File: src/hdl/vqde_pkg.sv
// Shared types, constants and codes of the virtqueue device-side engine.
`default_nettype none
package vqde_pkg;

    localparam int QUEUE_SIZE = 64;
    localparam int QUEUE_LOG2 = $clog2(QUEUE_SIZE);
    localparam int QIDX_W     = 6;
    localparam int CNT_W      = 7;
    localparam int ADDR_W     = 64;
    localparam int LEN_W      = 32;
    localparam int FLAG_W     = 16;
    localparam int IDX_W      = 16;
    localparam int ULEN_W     = 16;
    localparam int CFG_IDX_W  = 3;
    localparam int CFG_DATA_W = 64;

    localparam logic [CFG_IDX_W-1:0] CFG_RING_LOG2   = 3'd0;
    localparam logic [CFG_IDX_W-1:0] CFG_GUEST_BASE  = 3'd1;
    localparam logic [CFG_IDX_W-1:0] CFG_WIN_SIZE    = 3'd2;
    localparam logic [CFG_IDX_W-1:0] CFG_HOST_BASE   = 3'd3;
    localparam logic [CFG_IDX_W-1:0] CFG_WORKER_MODE = 3'd4;

    typedef enum logic [2:0] {
        OP_WRITE_DESC = 3'd0,
        OP_PUBLISH    = 3'd1,
        OP_POLL       = 3'd2,
        OP_COMPLETE   = 3'd3,
        OP_READ_USED  = 3'd4
    } op_t;

    typedef enum logic [1:0] {
        ST_OK        = 2'd0,
        ST_EMPTY     = 2'd1,
        ST_TOO_LONG  = 2'd2,
        ST_EXHAUSTED = 2'd3
    } status_t;

    typedef enum logic [2:0] {
        S_IDLE,
        S_DISPATCH,
        S_RESP,
        S_HEAD,
        S_P1_FETCH,
        S_P1_EVAL,
        S_P2_FETCH,
        S_P2_EMIT
    } state_t;

    typedef struct packed {
        logic [ADDR_W-1:0] addr;
        logic [LEN_W-1:0]  len;
        logic [FLAG_W-1:0] flags;
        logic [QIDX_W-1:0] next;
    } desc_t;

    typedef struct packed {
        logic [QIDX_W-1:0] id;
        logic [ULEN_W-1:0] len;
    } used_t;

    // controller -> datapath
    typedef struct packed {
        logic in_ready;
        logic dispatch;
        logic resp_load;
        logic head_load;
        logic p1_eval;
        logic p2_emit;
    } ctrl_cmd_t;

    // datapath -> controller
    typedef struct packed {
        logic req_valid;
        logic go_poll;
        logic p1_done;
        logic p2_last;
        logic out_free;
    } dp_stat_t;

endpackage
`default_nettype wire

File: src/hdl/vqde_ctrl.sv
// Sequencing state machine of the engine.
`default_nettype none
module vqde_ctrl (
    input  wire logic                 clk,
    input  wire logic                 rst_n,
    input  wire vqde_pkg::dp_stat_t   stat,
    output vqde_pkg::ctrl_cmd_t       cmd
);
    import vqde_pkg::*;

    state_t state_reg, state_next;

    always_ff @(posedge clk or negedge rst_n)
    begin
        if (!rst_n)
        begin
            state_reg <= S_IDLE;
        end
        else
        begin
            state_reg <= state_next;
        end
    end

    always_comb
    begin
        state_next = state_reg;
        cmd        = '0;
        unique case (state_reg)
            S_IDLE:
            begin
                cmd.in_ready = 1'b1;
                if (stat.req_valid)
                begin
                    state_next = S_DISPATCH;
                end
            end
            S_DISPATCH:
            begin
                cmd.dispatch = 1'b1;
                state_next   = stat.go_poll ? S_HEAD : S_RESP;
            end
            S_RESP:
            begin
                cmd.resp_load = stat.out_free;
                if (stat.out_free)
                begin
                    state_next = S_IDLE;
                end
            end
            S_HEAD:
            begin
                cmd.head_load = 1'b1;
                state_next    = S_P1_FETCH;
            end
            S_P1_FETCH:
            begin
                state_next = S_P1_EVAL;
            end
            S_P1_EVAL:
            begin
                cmd.p1_eval = 1'b1;
                if (stat.p1_done)
                begin
                    state_next = S_P2_FETCH;
                end
            end
            S_P2_FETCH:
            begin
                state_next = S_P2_EMIT;
            end
            S_P2_EMIT:
            begin
                cmd.p2_emit = stat.out_free;
                if (stat.out_free && stat.p2_last)
                begin
                    state_next = S_IDLE;
                end
            end
            default:
            begin
                state_next = S_IDLE;
            end
        endcase
    end
endmodule
`default_nettype wire

File: config.mk
export PLATFORM = sky130hd
export DESIGN_NAME = vqde_ctrl
export DESIGN_NICKNAME = d
export VERILOG_FILES = /design/src/hdl/vqde_pkg.sv /design/src/hdl/vqde_ctrl.sv
export SDC_FILE = /design/constraint.sdc
export NUM_CORES = 1
export LEC_CHECK = 0
export ABC_AREA = 1
export BUFFER_PORTS_ARGS = -buffer_cell sky130_fd_sc_hd__buf_2
export CAP_MARGIN = 40
export CORE_AREA = 2 2 39 41
export CTS_CLUSTER_DIAMETER = 30
export CTS_CLUSTER_SIZE = 10
export DETAILED_ROUTE_END_ITERATION = 16
export DIE_AREA = 0 0 41 43
export GPL_ROUTABILITY_DRIVEN = 0
export SETUP_SLACK_MARGIN = 0.4
export SLEW_MARGIN = 5
export SYNTH_ARGS = -nofsm -noshare
export SYNTH_HDL_FRONTEND = slang
export SYNTH_SLANG_ARGS = --single-unit
File: constraint.sdc
create_clock -name clk -period 1.3 [get_ports clk]
set_input_delay 0.26 -clock clk [delete_from_list [all_inputs] [get_ports clk]]
set_output_delay 0.26 -clock clk [all_outputs]
set_load 0.005 [all_outputs]
# == Yosys cells after proc, flatten, opt, wreduce, memory -nomap -nowiden ==
# Cells that the tools add are included.
# classes
n_eq_ne,11
reduce_logical,3
muxes,12
# ops
operator,n
case mux 3 bit (8 select lines),1
equality test 3 bit (second input constant),4
2-to-1 mux 3 bit,4
!= test 2 bit (second input constant),4
2-to-1 mux 1 bit,7
equality test 3 x 2 -> 1 bit (second input constant),2
AND reduction 4 bit,1
equality test 3 x 1 -> 1 bit (second input constant),1
logical NOT 3 bit,1
logical AND 1 bit,1
# totals
output_inout_bits,6
ff_bits,3
inputBits,7
elab_cells,27

# == Depth between registers and ports, before layout ==
# Gate-level depths: netlist (run 1).
# logic_depth
word_depth,3
depth_mapped,8
ltp_nobuf,7

# == Worst setup path after synthesis (run 1) ==
# No wires, ideal clock.
# synth_timing
path_type,register -> output
startpoint,register state_reg[1]
endpoint,output cmd[3] (netlist bit)
slack_ns,0.209
path_buffers,0
t_required_ns,1.040
t_arrival_ns,0.831
stages_incl_launch_ff,4
cell_sequence,dfrtp_1 > inv_2 > or2_1 > nor3_1
# synth_lines
item,line_no,text
"start, declared",vqde_ctrl.sv:11,"state_t state_reg, state_next;"
"start signal, assigned",vqde_ctrl.sv:21,state_reg <= state_next;
"end, declared",vqde_ctrl.sv:7,output vqde_pkg::ctrl_cmd_t cmd

==> results of run 1 <==
-- how the worst max path moves through the flow --
stage | start | end | slack (ps)
finish | state_reg[1] | cmd[3] | -80
global route | state_reg[1] | cmd[3] | -120
CTS | state_reg[1] | cmd[3] | -90
detailed placement | state_reg[1] | cmd[3] | 70
global placement | state_reg[1] | cmd[3] | 50
floorplan | state_reg[1] | cmd[3] | 250
-- cells by family (layout without fill, tap and decap cells) --
group | after synthesis | after routing | share of synthesized area
compound gates | 4 | 4 | 0.0895
xor+xnor | 1 | 1 | 0.0348
buf+inv | 6 | 30 | 0.124
flops | 3 | 3 | 0.298
simple gates | 26 | 26 | 0.453
-- metal layers --
metal,global-route usage,wire length [µm]
met5,0,0
met1,0.117,302
met4,0.0800,13
met3,0.0314,31
met2,0.138,355
-- what timing repair did --
action	in CTS	in global routing
hold buffers	1	0
pin swaps	7	2
hold endpoints to repair	3	0
endpoints found under the setup margin	9	9
setup buffers	6	1
gates resized for setup	9	6
-- stage by stage --
stage | cells | cell area [µm²] | worst slack (ps)
2_1_floorplan | 40 | 269 | 247
3_3_place_gp | 68 | 345 | 52.5
3_5_place_dp | 68 | 345 | 69.8
4_1_cts | 79 | 453 | -90.4
5_1_grt | 80 | 483 | -116
6_report | 80 | 483 | -80.5
-- cell type report --
cell class	count	area share
Multi-Input combinational cell	31	0.409
Timing Repair Buffer	21	0.285
Sequential cell	3	0.161
Clock buffer	4	0.0544
Inverter	5	0.0492
Tap cell	16	0.0415
-- worst register-to-register path: cells and delay by family, from the launching register on --
family | cells | cell delay [ps]
DFF | 1 | 420
and+or+nand+nor | 6 | 460
buffers and inverters | 1 | 160
-- synthesized netlist by cell type --
master | instances | area share
nand2_2 | 1 | 0.025
nand4_1 | 1 | 0.025
nor2_1 | 5 | 0.075
o21ai_0 | 1 | 0.020
o21ai_1 | 2 | 0.040
nand3_1 | 2 | 0.040
clkinv_2 | 1 | 0.020
dfrtp_1 | 3 | 0.30
nand2_1 | 12 | 0.18
or2_1 | 1 | 0.025
buf_6 | 1 | 0.045
xor2_1 | 1 | 0.035
a22oi_1 | 1 | 0.030
inv_2 | 1 | 0.015
nor3_1 | 3 | 0.060
inv_1 | 3 | 0.045
nor2_2 | 1 | 0.025
-- power by group through the flow --
stage	logic (mW)	clock network (mW)	registers, mW
finish	0.811	0.165	0.211
global route	0.896	0.171	0.216
global placement	0.493	0	0.225
CTS	0.726	0.166	0.206
floorplan	0.398	0	0.192
detailed placement	0.492	0	0.222
==> metrics.md, run 1 <==
| Metric | Value |
|---|---|
| Status | complete, but fails checks |
| Violated checks | setup timing |
| YS warnings | 0 |
| Sw frac | 0.439 |
| Internal power | around 0.67 mW |
| Fmax | ~720 MHz |
| Max-cap viol count | 0 |
| Critical Path AT | ~1100 ps |
| ANT nets after route | 0 |
| Clk Latency, worst-skew pair | between 200 and 250 ps |
| Delay-heaviest family, CP | flip-flops |
| RSZ-0062 raised after global routing | yes |
| Vias per inst | about 4.2 |
| Buf+Inv Stages, Crit Path | 2 |
| Core Rows | 14 |
| Setup_tns | -228 ps |
| Worst r2r src | state_reg[2] |
| Clk pwr share | 0.139 |
| # DRC | 0 |
| Layout Nets | a little over 70 |
| Syn_nets | 47 |
| Req. time, crit path | ~1000 ps |
| Antenna cell count | 0 |
| Switching pwr | between 0.5 and 0.6 mW |
| Sequential Power Share | 0.178 |
| Most common cell after layout, fill and taps aside | buf_2 |
| Die W | around 40 µm |
| Clk slew on worst S/H paths | 40 ps |
| GRT Resource Usage Total | 0.0988 |
| Netlist cell types | 17 |
| Crit path time final | between 1000 and 1500 ps |
| Register area share after synthesis | 0.299 |
| Stages on the worst setup path | 4 |
| Layout cells sized above 1 | 0.609 |
| First-pass GRT wire length | 1120 µm |
| Worst path cell trace | inv_2 -> or2_4 -> nor3_2 -> buf_2 |
| Post-Syn Instances | 40 |
| Antenna violations before repair | 0 |
| CTS Buf Count | 3 |
| Die area | about 0.0018 mm² |
| Final Cycle Share | 1.06 |
| Lkg Pwr | roughly 0.26 nW |
| Most frequent cells in the layout | buf_2 (12), nand2_1 (9), buf_4 (6) |
| Crit. End Element | primary output |
| Area grow syn2layout | 92.0% |
| CP startpoint kind | flop |
| Number of global-route vias before repair | around 300 |
| Final setup fails | 6 |
| CTS tree | done |
| First drt pass iteration count | 4 |
| Core ar. | roughly 0.0014 mm² |
| Fin. max-slew vios | 0 |
| R2r setup slk | approximately 140 ps |
| H-tree depth | 1 |
| Combinational Power Share | 0.683 |
| Largest net degree at the start of global routing | 8 |
| I/O Pins | 13 |
| Worst slew pin tran | between 150 and 200 ps |
| Global route total overflow | 0 |
| Filler Cells Inserted | around 150 |
| Count of input and output buffers | 12 |
| Initial Util | 0.182 |
| Drt wl/cell | a little under 9 µm |
| Area of the multi-input gates | 198 µm² |
| DRT iter0 DRCs | 2 |
| CP max stage delay | roughly 380 ps |
| Clock Skew | 5.99 ps |
| Final hold vios | 0 |
| Maximum VDD drop | 0.000577 V |
| Max FFs per register | 3 |
| CP Class | flop to primary output |
| WL final | 703 µm |
| Max-slew headroom | 0.878 |
| Worst r2r path cells | 7 |
| PD cells | between 2000 and 2500 mW/mm² |
| Register area | roughly 78 µm² |
| Syn Std Cell Area | around 250 µm² |
| Clock Tree Buf Depth | 2 |
| Slowest library cell on the worst path | dfrtp_2 |
| Worst Hold Class | input port to async pin |
| Dpl hpwl | between 400 and 500 µm |
| Clk root buf | clkbuf_4 |
| Die H | 43 µm |
| Via count | 332 |
| Hold slack final | around 340 ps |
| Crit-path max FO | 4 |
| Final Core Density | 0.349 |
| Worst setup margin | -80.5 ps |
| Syn avg cell area | around 6.3 µm² |
| Tot Pwr | 1.19 mW |
| FF+latch count, synth | 3 |
| R2r endpoint | state_reg[1] |
| Clock sink count | 3 |
No activity file was read; power rests on OpenSTA's default activity.
==> inputs of run 2 (changes only) <==
Settings changed: REMOVE_ABC_BUFFERS set to 1.
==> metrics.md, run 2 (synthesis results as in run 1) <==
| Metric | Value |
|---|---|
| Status | complete, but fails checks |
| Violated checks | setup timing |
| Clock sink count | 3 |
| Vias per inst | 4.30 |
| Die area | 0.00176 mm² |
| Final hold vios | 0 |
| # DRC | 0 |
| Clk root buf | clkbuf_4 |
| Final Core Density | 0.332 |
| CTS tree | done |
| Initial Util | 0.182 |
| CP startpoint kind | flop |
| Fin area | between 400 and 500 µm² |
| Max-slew headroom | 0.894 |
| RSZ-0062 raised after global routing | yes |
| ANT nets after route | 0 |
| Grt met2 use | 0.163 |
| Worst r2r src | state_reg[2] |
| Count of input and output buffers | 12 |
| PD cells | 2440 mW/mm² |
| Req. time, crit path | approximately 1000 ps |
| Die H | approximately 43 µm |
| H-tree depth | 1 |
| Global route total overflow | 0 |
| Post-DP Area | between 300 and 400 µm² |
| Most frequent cells in the layout | buf_2 (12), nand2_1 (10), buf_4 (9) |
| Internal power | between 0.6 and 0.7 mW |
| Crit-path max FO | 4 |
| Max FFs per register | 3 |
| Most common cell after layout, fill and taps aside | buf_2 |
| Via count | 348 |
| Filler Cells Inserted | around 160 |
| R2r endpoint | state_reg[2] |
| Crit. End Element | primary output |
| Worst setup margin | -173 ps |
| Core Rows | 14 |
| Clk slew on worst S/H paths | 40 ps |
| Layout Nets | 73 |
| Layout cells sized above 1 | 0.569 |
| Switching pwr | between 0.4 and 0.5 mW |
| Worst slew pin tran | ~160 ps |
| Largest net degree at the start of global routing | 9 |
| Lkg Pwr | between 0.2 and 0.3 nW |
| Fmax | 679 MHz |
| GR met1 Demand/Resource | 0.110 |
| Worst r2r path cells | 7 |
| Die W | 41 µm |
| First drt pass iteration count | 3 |
| Gr busiest metal | met2 |
| First-pass GRT wire length | ~1300 µm |
| Sw frac | 0.438 |
| Combinational Power Share | 0.650 |
| Fin. max-slew vios | 0 |
| Clock Tree Buf Depth | 2 |
| Core ar. | ~0.0014 mm² |
| I/O Pins | 13 |
| DRT iter0 DRCs | 5 |
| Number of global-route vias before repair | between 300 and 400 |
| CP Class | flop to primary output |
| Final Cycle Share | 1.13 |
| Critical Path AT | 1210 ps |
| Crit path time final | 1470 ps |
| Clk Latency, worst-skew pair | 240 ps |
| Clock Skew | 2.97 ps |
| CTS Buf Count | 3 |
| Max-cap viol count | 0 |
| Antenna cell count | 0 |
| R2r setup slk | about 140 ps |
| Area grow syn2layout | 82.6% |
| GRT Resource Usage Total | 0.106 |
| Clk pwr share | 0.148 |
| Dpl hpwl | 469 µm |
| Sequential Power Share | 0.202 |
| Met3 Track Usage GR | 0.0209 |
| Final setup fails | 5 |
| Maximum VDD drop | between 0.0005 and 0.0006 V |
| Antenna violations before repair | 0 |
| Worst Hold Class | input port to async pin |
| WL final | just under 800 µm |
| Drt wl/cell | 9.80 µm |
[run 2: changes by cell type in the layout (fill, tap and decap cells not counted), sizes merged]
cell,delta
buf,+1
[run 2: worst max-delay path by stage]
stage	from	endpoint	depth (start not counted)
6_report	state_reg[1]	cmd[3]	4
5_1_grt	state_reg[1]	cmd[3]	4
4_1_cts	state_reg[0]	cmd[3]	3
3_5_place_dp	state_reg[2]	cmd[0]	3
3_3_place_gp	state_reg[2]	cmd[0]	3
2_1_floorplan	state_reg[1]	cmd[3]	3
[run 2: layout make-up]
| class | count | area [µm²] | area share |
|---|---|---|---|
| clock buffers | 4 | 26.3 | 0.0572 |
| inverters | 5 | 23.8 | 0.0518 |
| multi-input cells | 31 | 174 | 0.379 |
| flip-flops and latches | 3 | 77.6 | 0.169 |
| well taps | 16 | 20.0 | 0.0436 |
| repair buffers | 22 | 138 | 0.300 |
[run 2: repair_timing]
item | in CTS | in global routing
setup buffers | 4 | 4
gates resized for setup | 6 | 5
pin swaps | 0 | 1
setup endpoints to repair | 9 | 9
hold endpoints to repair | 3 | 0
hold buffers | 1 | 0
[run 2: per-layer routing]
| metal | up-vias | share of wire |
|---|---|---|
| li1 | 177 | - |
| met1 | 158 | 0.37 |
| met2 | 9 | 0.57 |
| met3 | 4 | 0.021 |
| met4 | 0 | 0.040 |
| met5 | - | 0 |
[run 2: worst max-delay path: stages, from the launching register on]
cell and delay, ps:
dfrtp_1 400, inv_2 60, or2_1 230, nor3_1 140, buf_2 140
[run 2: power by group through the flow]
stage / combinational (mW) / sequential [mW] / clock [mW]
3_5_place_dp: 0.439 / 0.231 / 0
3_3_place_gp: 0.440 / 0.227 / 0
2_1_floorplan: 0.307 / 0.210 / 0
5_1_grt: 0.812 / 0.233 / 0.179
6_report: 0.728 / 0.226 / 0.166
4_1_cts: 0.568 / 0.227 / 0.171
[run 2: per-stage QoR]
stage / worst slack (ps) / setup TNS [ps] / cells / power, mW / hold WS, ps
after floorplan: 209 / 0 / 39 / 0.517 / -35.6
final: -173 / -431 / 81 / 1.12 / 345
after global routing: -196 / -687 / 81 / 1.22 / 356
after CTS: -118 / -320 / 77 / 0.966 / 346
after detailed placement: 64.6 / 0 / 68 / 0.669 / 57.9
after global placement: 89.7 / 0 / 68 / 0.667 / 57.9
